$ cat src/rtl/core/rau_pkg.sv
// ----------------------------------------------------------------------------
// Rational arithmetic unit package
// Widths, operation codes and the structs shared by the unit's modules.
// ----------------------------------------------------------------------------
`timescale 1ns / 1ps

package rau_pkg;

  localparam int OPERAND_BITS = 16;
  localparam int KIND_W       = 3;
  localparam int PROD_W       = 2 * OPERAND_BITS;
  localparam int SUM_W        = PROD_W + 1;
  localparam int DIV_W        = PROD_W;
  localparam int DIV_CNT_W    = $clog2(DIV_W);
  localparam int RES_NUM_W    = 32;
  localparam int RES_DEN_W    = 31;

  localparam logic [KIND_W-1:0] KIND_ADD    = 3'd0;
  localparam logic [KIND_W-1:0] KIND_SUB    = 3'd1;
  localparam logic [KIND_W-1:0] KIND_GT     = 3'd2;
  localparam logic [KIND_W-1:0] KIND_EQ     = 3'd3;
  localparam logic [KIND_W-1:0] KIND_REDUCE = 3'd4;

  typedef struct packed {
    logic [KIND_W-1:0]              kind;
    logic signed [OPERAND_BITS-1:0] a_num;
    logic signed [OPERAND_BITS-1:0] a_den;
    logic signed [OPERAND_BITS-1:0] b_num;
    logic signed [OPERAND_BITS-1:0] b_den;
  } op_t;

  typedef struct packed {
    logic signed [RES_NUM_W-1:0] res_num;
    logic [RES_DEN_W-1:0]        res_den;
    logic                        flag;
    logic                        error;
  } res_t;

  typedef struct packed {
    logic             start;
    logic [DIV_W-1:0] dividend;
    logic [DIV_W-1:0] divisor;
  } div_req_t;

  typedef struct packed {
    logic             done;
    logic [DIV_W-1:0] quotient;
    logic [DIV_W-1:0] remainder;
  } div_rsp_t;

endpackage

$ cat src/rtl/core/rational_arith_unit.sv
// Rational arithmetic unit: each transfer on the op channel carries two
// fractions a and b and an operation kind (add, subtract, greater than, equal,
// reduce a), and yields exactly one transfer on the res channel. Add, subtract
// and reduce return the fraction in lowest terms with a positive denominator;
// greater than and equal return their outcome in flag with 0/1 as the
// fraction. A used denominator of zero or less, or an unknown kind, returns
// 0/1 with error set. The unit works on one operation at a time and drops
// op_ready from the transfer until the result has moved into the output
// register, which then lets the next operation in while the result waits.
// Equal and error cases finish from the check state, and greater than uses
// the multiplier only. Add, subtract and reduce also run the shared 32-bit
// restoring divider, once for each Euclid remainder step of the GCD and
// then once each for the numerator and the denominator.
// ----------------------------------------------------------------------------
// Rational arithmetic unit top level
// Handshake, output register, sequencer and shared divider.
// ----------------------------------------------------------------------------
`timescale 1ns / 1ps

module rational_arith_unit (
  input  logic           clk,
  input  logic           rst,
  input  logic           op_valid,
  output logic           op_ready,
  input  rau_pkg::op_t   op_data,
  output logic           res_valid,
  input  logic           res_ready,
  output rau_pkg::res_t  res_data
);

  logic              core_ready;
  logic              core_valid;
  logic              core_take;
  rau_pkg::res_t     core_res;
  rau_pkg::div_req_t div_req;
  rau_pkg::div_rsp_t div_rsp;

  // The sequencer takes a new operation only from its idle state.
  assign op_ready = core_ready;

  // A finished result moves into the output register whenever that register
  // is empty or its contents leave in the same cycle.
  assign core_take = core_valid && (!res_valid || res_ready);

  rau_core u_core (
    .clk     (clk),
    .rst     (rst),
    .start   (op_valid && core_ready),
    .op      (op_data),
    .ready   (core_ready),
    .valid   (core_valid),
    .res     (core_res),
    .take    (core_take),
    .div_req (div_req),
    .div_rsp (div_rsp)
  );

  // The divider serves both the Euclid remainder steps and the final
  // divisions of numerator and denominator by the GCD.
  rau_divider u_divider (
    .clk (clk),
    .rst (rst),
    .req (div_req),
    .rsp (div_rsp)
  );

  // Output register: holds one result until its transfer completes.
  always_ff @(posedge clk) begin
    if (rst) begin
      res_valid <= 1'b0;
    end else begin
      if (core_take) begin
        res_valid <= 1'b1;
        res_data  <= core_res;
      end else if (res_ready) begin
        res_valid <= 1'b0;
      end
    end
  end

endmodule

$ cat src/rtl/core/rau_divider.sv
// ----------------------------------------------------------------------------
// Rational arithmetic unit divider
// Unsigned restoring divider, one quotient bit per cycle.
// ----------------------------------------------------------------------------
`timescale 1ns / 1ps

module rau_divider (
  input  logic               clk,
  input  logic               rst,
  input  rau_pkg::div_req_t  req,
  output rau_pkg::div_rsp_t  rsp
);

  logic                          busy;
  logic                          done;
  logic [rau_pkg::DIV_CNT_W-1:0] cnt;
  logic [rau_pkg::DIV_W-1:0]     rem;
  logic [rau_pkg::DIV_W-1:0]     quo;
  logic [rau_pkg::DIV_W-1:0]     dvs;
  logic [rau_pkg::DIV_W:0]       shifted;
  logic [rau_pkg::DIV_W:0]       diff;

  // Bring down the next dividend bit and try to subtract the divisor.
  assign shifted = {rem, quo[rau_pkg::DIV_W-1]};
  assign diff    = shifted - {1'b0, dvs};

  always_ff @(posedge clk) begin
    if (rst) begin
      busy <= 1'b0;
      done <= 1'b0;
    end else begin
      done <= 1'b0;
      if (req.start) begin
        busy <= 1'b1;
        cnt  <= '0;
        rem  <= '0;
        quo  <= req.dividend;
        dvs  <= req.divisor;
      end else if (busy) begin
        if (!diff[rau_pkg::DIV_W]) begin
          rem <= diff[rau_pkg::DIV_W-1:0];
          quo <= {quo[rau_pkg::DIV_W-2:0], 1'b1};
        end else begin
          rem <= shifted[rau_pkg::DIV_W-1:0];
          quo <= {quo[rau_pkg::DIV_W-2:0], 1'b0};
        end
        cnt <= cnt + 1'b1;
        if (cnt == rau_pkg::DIV_CNT_W'(rau_pkg::DIV_W - 1)) begin
          busy <= 1'b0;
          done <= 1'b1;
        end
      end
    end
  end

  always_comb begin
    rsp.done      = done;
    rsp.quotient  = quo;
    rsp.remainder = rem;
  end

endmodule

$ cat src/rtl/core/rau_core.sv
// ----------------------------------------------------------------------------
// Rational arithmetic unit sequencer
// Runs one operation through the shared multiplier and the shared divider.
// ----------------------------------------------------------------------------
`timescale 1ns / 1ps

module rau_core (
  input  logic               clk,
  input  logic               rst,
  input  logic               start,
  input  rau_pkg::op_t       op,
  output logic               ready,
  output logic               valid,
  output rau_pkg::res_t      res,
  input  logic               take,
  output rau_pkg::div_req_t  div_req,
  input  rau_pkg::div_rsp_t  div_rsp
);

  typedef enum logic [3:0] {
    S_IDLE, S_CHECK, S_MUL0, S_MUL1, S_MUL2, S_COMB,
    S_GCD, S_GWAIT, S_QNUM, S_QDEN, S_DONE
  } state_t;

  state_t                                state;
  rau_pkg::op_t                          opr;
  logic signed [rau_pkg::OPERAND_BITS-1:0] mul_a;
  logic signed [rau_pkg::OPERAND_BITS-1:0] mul_b;
  logic signed [rau_pkg::PROD_W-1:0]     mul_p;
  logic signed [rau_pkg::PROD_W-1:0]     p_an_bd;
  logic signed [rau_pkg::PROD_W-1:0]     p_ad_bn;
  logic signed [rau_pkg::PROD_W-1:0]     p_ad_bd;
  logic signed [rau_pkg::SUM_W-1:0]      sum;
  logic signed [rau_pkg::DIV_W-1:0]      an_ext;
  logic [rau_pkg::DIV_W-1:0]             an_mag;
  logic [rau_pkg::DIV_W-1:0]             sum_mag;
  logic [rau_pkg::DIV_W-1:0]             mag;
  logic [rau_pkg::DIV_W-1:0]             den;
  logic [rau_pkg::DIV_W-1:0]             gx;
  logic [rau_pkg::DIV_W-1:0]             gy;
  logic [rau_pkg::DIV_W-1:0]             num_q;
  logic                                  neg;
  logic                                  den_bad;

  // One signed multiplier, fed a different operand pair in each product state.
  always_comb begin
    case (state)
      S_MUL0: begin
        mul_a = opr.a_num;
        mul_b = opr.b_den;
      end
      S_MUL1: begin
        mul_a = opr.a_den;
        mul_b = opr.b_num;
      end
      default: begin
        mul_a = opr.a_den;
        mul_b = opr.b_den;
      end
    endcase
  end

  assign mul_p = mul_a * mul_b;

  assign sum = (opr.kind == rau_pkg::KIND_SUB)
             ? rau_pkg::SUM_W'(p_an_bd) - rau_pkg::SUM_W'(p_ad_bn)
             : rau_pkg::SUM_W'(p_an_bd) + rau_pkg::SUM_W'(p_ad_bn);
  assign sum_mag = sum[rau_pkg::SUM_W-1] ? rau_pkg::DIV_W'(-sum) : rau_pkg::DIV_W'(sum);

  assign an_ext = rau_pkg::DIV_W'(opr.a_num);
  assign an_mag = opr.a_num[rau_pkg::OPERAND_BITS-1] ? -an_ext : an_ext;

  // A denominator of zero or below is rejected; reduce looks at a alone.
  assign den_bad = opr.a_den[rau_pkg::OPERAND_BITS-1] || (opr.a_den == '0) ||
                   ((opr.kind != rau_pkg::KIND_REDUCE) &&
                    (opr.b_den[rau_pkg::OPERAND_BITS-1] || (opr.b_den == '0)));

  // Divider requests: Euclid steps, then the two divisions by the GCD.
  always_comb begin
    div_req.start    = 1'b0;
    div_req.dividend = gx;
    div_req.divisor  = gy;
    case (state)
      S_GCD: begin
        div_req.start = 1'b1;
        if (gy == '0) begin
          div_req.dividend = mag;
          div_req.divisor  = gx;
        end
      end
      S_QNUM: begin
        div_req.start    = div_rsp.done;
        div_req.dividend = den;
        div_req.divisor  = gx;
      end
      default: begin
        div_req.start = 1'b0;
      end
    endcase
  end

  assign ready = (state == S_IDLE);
  assign valid = (state == S_DONE);

  always_ff @(posedge clk) begin
    if (rst) begin
      state <= S_IDLE;
    end else begin
      case (state)
        S_IDLE: begin
          if (start) begin
            opr   <= op;
            state <= S_CHECK;
          end
        end
        S_CHECK: begin
          res.res_num <= '0;
          res.res_den <= rau_pkg::RES_DEN_W'(1);
          res.flag    <= 1'b0;
          res.error   <= 1'b0;
          if (den_bad) begin
            res.error <= 1'b1;
            state     <= S_DONE;
          end else begin
            case (opr.kind)
              rau_pkg::KIND_ADD, rau_pkg::KIND_SUB, rau_pkg::KIND_GT: begin
                state <= S_MUL0;
              end
              rau_pkg::KIND_EQ: begin
                res.flag <= (opr.a_num == opr.b_num) && (opr.a_den == opr.b_den);
                state    <= S_DONE;
              end
              rau_pkg::KIND_REDUCE: begin
                mag   <= an_mag;
                neg   <= opr.a_num[rau_pkg::OPERAND_BITS-1];
                den   <= rau_pkg::DIV_W'($unsigned(opr.a_den));
                gx    <= an_mag;
                gy    <= rau_pkg::DIV_W'($unsigned(opr.a_den));
                state <= S_GCD;
              end
              default: begin
                res.error <= 1'b1;
                state     <= S_DONE;
              end
            endcase
          end
        end
        S_MUL0: begin
          p_an_bd <= mul_p;
          state   <= S_MUL1;
        end
        S_MUL1: begin
          p_ad_bn <= mul_p;
          state   <= S_MUL2;
        end
        S_MUL2: begin
          p_ad_bd <= mul_p;
          state   <= S_COMB;
        end
        S_COMB: begin
          if (opr.kind == rau_pkg::KIND_GT) begin
            res.flag <= (p_an_bd > p_ad_bn);
            state    <= S_DONE;
          end else begin
            mag   <= sum_mag;
            neg   <= sum[rau_pkg::SUM_W-1];
            den   <= rau_pkg::DIV_W'($unsigned(p_ad_bd));
            gx    <= sum_mag;
            gy    <= rau_pkg::DIV_W'($unsigned(p_ad_bd));
            state <= S_GCD;
          end
        end
        S_GCD: begin
          state <= (gy == '0) ? S_QNUM : S_GWAIT;
        end
        S_GWAIT: begin
          if (div_rsp.done) begin
            gx    <= gy;
            gy    <= div_rsp.remainder;
            state <= S_GCD;
          end
        end
        S_QNUM: begin
          if (div_rsp.done) begin
            num_q <= div_rsp.quotient;
            state <= S_QDEN;
          end
        end
        S_QDEN: begin
          if (div_rsp.done) begin
            res.res_num <= neg ? -rau_pkg::RES_NUM_W'(num_q) : rau_pkg::RES_NUM_W'(num_q);
            res.res_den <= rau_pkg::RES_DEN_W'(div_rsp.quotient);
            state       <= S_DONE;
          end
        end
        S_DONE: begin
          if (take) begin
            state <= S_IDLE;
          end
        end
        default: begin
          state <= S_IDLE;
        end
      endcase
    end
  end

endmodule

$ cat config.mk
export PLATFORM = sky130hd
export DESIGN_NAME = rational_arith_unit
export DESIGN_NICKNAME = d
export VERILOG_FILES = /design/src/rtl/core/rau_pkg.sv /design/src/rtl/core/rational_arith_unit.sv /design/src/rtl/core/rau_divider.sv /design/src/rtl/core/rau_core.sv
export SDC_FILE = /design/constraint.sdc
export NUM_CORES = 2
export LEC_CHECK = 0
export BUFFER_PORTS_ARGS = -buffer_cell sky130_fd_sc_hd__clkbuf_2
export CAP_MARGIN = 0
export CORE_AREA = 2 2 296 444
export DETAILED_ROUTE_END_ITERATION = 8
export DIE_AREA = 0 0 298 446
export PLACE_DENSITY_LB_ADDON = 0.08
export SYNTH_ARGS = -nofsm -noshare
export SYNTH_HDL_FRONTEND = slang
export SYNTH_SLANG_ARGS = --single-unit
$ cat constraint.sdc
create_clock -name clk -period 8.5 [get_ports clk]
set_input_delay 1.7 -clock clk [delete_from_list [all_inputs] [get_ports clk]]
set_output_delay 1.7 -clock clk [all_outputs]
set_load 0.05 [all_outputs]
==> out/results.txt <==
Status: finished, final reports clean
TritonRoute pass-1 iters: 7
Syn Area/Cell: 10.8 um2
Number of synthesized flops with an enable pin: 555
Post-synth top flop: edfxtp_1
Crit path time final: 7.95 ns
DRC violations left: 0
Hold depth: 0
Via density: 4.88
CTS tree: yes
Aggregate global-route resource usage: 19.2%
Die area: 133,000 um2
Post-synthesis mux area share: 3.36%
Largest net degree at the start of global routing: 68
Largest family of logic cells by synthesized area: adder cells
RSZ-0062 raised after global routing: false
Seq cells post-synth: 562
NumNets Final: 4,264
PortBufs: 137
R2r setup slk: 0.55 ns
Commonest non-fill, non-tap cell in the layout: edfxtp_1
Crit. Startpoint: u_core.state[3]$_SDFFE_PP0P_
Area Overhead vs Synth: 14.2%
Io pins: 138
Synth Area in XOR/XNOR: 4.34%
Max-slew violation count: 0
Yosys cell types: 93
CP Class: reg2reg
CP endpoint kind: flop
Gate Count Post-Synth: 3,574
Clock root cell: clkbuf_16
Detailed Route WL: 126,000 um
Row Count: 162
Initial antenna violation count: 2
Final setup fails: 0
GPL Wtd Cong: 0.904
Post-synthesis adder-cell area fraction: 19.8%
Syn Nets: 4,094
Commonest cells after routing, fill and taps aside: edfxtp_1, inv_1, nor2_1, nand2_1, fa_1
Detail-routed net length per standard cell: 22.9 um
Final period util: 93.5%
Warnings from Yosys: 0
Number of global-route vias before repair: 28,710
Metal2 WL: 69,200 um
GRT overflow: 0
DP HPWL: 101,000 um
Seq. cell area: 16,800 um2
Max layer used: met5
Critical path required time: 8.87 ns
Worst slew margin: 27.7%
R2R depth: 24
Worst-skew pair later-pin latency: 0.69 ns
Via count: 26,868
Register area share after synthesis: 43.6%
Initial Utilization: 29.8%
Ys async rst share: 0%
Routed wl met3: 3230 um
R2R Path Start: u_core.state[3]$_SDFFE_PP0P_
Multi-input gate area: 19,700 um2
Metal-1 WL: 48,000 um
Clock sinks: 562
Clk slew on worst S/H paths: 0.05 ns
Fillers: 13,316
First-pass GRT wire length: 189,000 um
Critical path launch point type: flop
Die height: 446 um
Worst Max-Slew Pin Slew: 1.08 ns
Fin. Hold Viols: 0
Crit path to: u_core.p_an_bd[31]$_DFFE_PP_
Max cap viols: 0
FMAX: 0.126 GHz
CTS Buf Count: 66
CORE AREA: 129,000 um2
Layout cells sized above 1: 12.2%
Setup TNS: 0 ns
Post-synthesis simple-gate area fraction: 13.3%
Synth Area in Compound Gates: 9.96%
Worst r2r dst: u_core.p_an_bd[31]$_DFFE_PP_
Die X: 298 um
DRT antenna net count: 0
Clock buffer depth: 3
Cell Area, Synth: 38,500 um2
Worst Path Arrival: 8.32 ns
HP Class: reg2reg
H-tree levels: 3
Clk_skew: 0.0333 ns
# Post-CTS Setup Buffers: 0
Iteration-0 DRC Markers: 1,579
CP max FO: 31
synthesized netlist by cell type (9+ instances only):
cell type / count / area [um2]
nor4_1: 32 / 200
o211ai_1: 22 / 165
xor2_1: 88 / 771
or2_2: 11 / 68.8
a221oi_1: 36 / 315
ha_1: 184 / 2300
nor2_1: 381 / 1430
nand2b_1: 37 / 231
buf_2: 13 / 65.1
or4_1: 10 / 75.1
clkbuf_1: 112 / 420
mux2i_1: 63 / 631
nand2_1: 371 / 1390
and2_1: 42 / 263
or3_1: 24 / 150
nor2b_1: 20 / 125
o21ai_0: 83 / 415
a31oi_1: 12 / 75.1
a211oi_1: 31 / 233
nor3b_1: 9 / 67.6
o31ai_1: 22 / 165
mux2_2: 59 / 664
fa_1: 265 / 5310
xnor2_1: 103 / 902
o41ai_1: 9 / 78.8
a21o_1: 67 / 503
nor3_1: 43 / 215
o21bai_1: 17 / 128
inv_1: 427 / 1600
o21a_1: 13 / 97.6
and3_1: 23 / 144
a21oi_1: 160 / 801
o221ai_1: 9 / 78.8
edfxtp_1: 555 / 16700
nand3_1: 58 / 290
nand4_1: 22 / 138
routing by layer:
layer	global-route usage [%]	up-vias
met1	20.9	13494
met4	8.72	2
met2	37.2	515
met3	1.86	205
met5	0	-
li1	-	12652
how the worst min path moves through the flow:
stage	from	endpoint	slack, ns
floorplan	u_core.res[0]$_SDFFCE_PP1P_	res_data[0]$_DFFE_PP_	0.40
finish	u_core.res[35]$_SDFFCE_PN0P_	res_data[35]$_DFFE_PP_	0.42
CTS	u_core.res[35]$_SDFFCE_PN0P_	res_data[35]$_DFFE_PP_	0.42
global route	u_core.res[6]$_SDFFCE_PN0P_	res_data[6]$_DFFE_PP_	0.42
global placement	u_core.res[4]$_SDFFCE_PN0P_	res_data[4]$_DFFE_PP_	0.40
detailed placement	u_core.res[17]$_SDFFCE_PN0P_	res_data[17]$_DFFE_PP_	0.40
cell type report:
cell class	instances	area share (%)
multi-input cells	2443	44.8
clock inverters	37	1.23
well taps	1722	4.90
diodes	1	0.00569
inverters	431	3.68
repair buffers	240	3.35
flip-flops and latches	562	38.2
clock buffers	75	3.88
metrics by stage:
step | hold WS (ns) | util (%) | area (um2) | setup slack, ns | instances
3_3_place_gp | 0.402 | 32.3 | 41700 | 0.347 | 5398
4_1_cts | 0.417 | 34.0 | 44000 | 0.283 | 5510
3_5_place_dp | 0.405 | 32.3 | 41700 | 0.297 | 5398
2_1_floorplan | 0.400 | - | 38500 | 0.152 | 3574
6_report | 0.416 | 34.0 | 44000 | 0.549 | 5511
5_1_grt | 0.425 | 34.0 | 44000 | 0.0499 | 5511
sequential cells by signal, summed over array words and instances (netlist names), 5 cells and up:
name            flops
res_data           65
u_core.an_ext      16
u_core.den         32
u_core.gx          32
u_core.gy          32
u_core.mag         32
u_core.num_q       32
u_core.opr         51
u_core.p_ad_bd     32
u_core.p_ad_bn     32
u_core.p_an_bd     32
u_core.res         65
u_divider.cnt       5
u_divider.dvs      32
u_divider.quo      32
u_divider.rem      32
timing repair:
item                                    in CTS  in global routing
hold buffers                                 0                  0
hold endpoints to repair                     0                  0
endpoints found under the setup margin       0                  6
resized for setup                            0                  3
cell families after synthesis:
kind of cell / Yosys count
buffers and inverters: 569
AND/OR/NAND/NOR: 1112
AO/OA/AOI/OAI: 568
multiplexers: 122
XOR/XNOR: 191
flip-flops: 562
adder cells (fa/ha/maj): 450
critical path, stage by stage (launching register included):
cell       delay, ns
dfxtp_1         0.39
or2_2           0.36
nor2_4          0.11
buf_12          0.23
mux2i_1         0.65
buf_4           0.28
nor2_1          0.07
fa_1            0.63
fa_1            0.60
buf_4           0.18
inv_1           0.10
fa_1            0.49
fa_1            0.57
fa_1            0.43
fa_1            0.50
inv_1           0.04
ha_1            0.36
a21o_1          0.19
a211oi_1        0.34
nor3_1          0.09
a2111oi_0       0.47
buf_4           0.21
o21ai_0         0.07
o21ai_0         0.10
xnor2_1         0.14
Power is not shown: default switching activity piles up to over one toggle a cycle in this logic, so the estimate is an artifact.
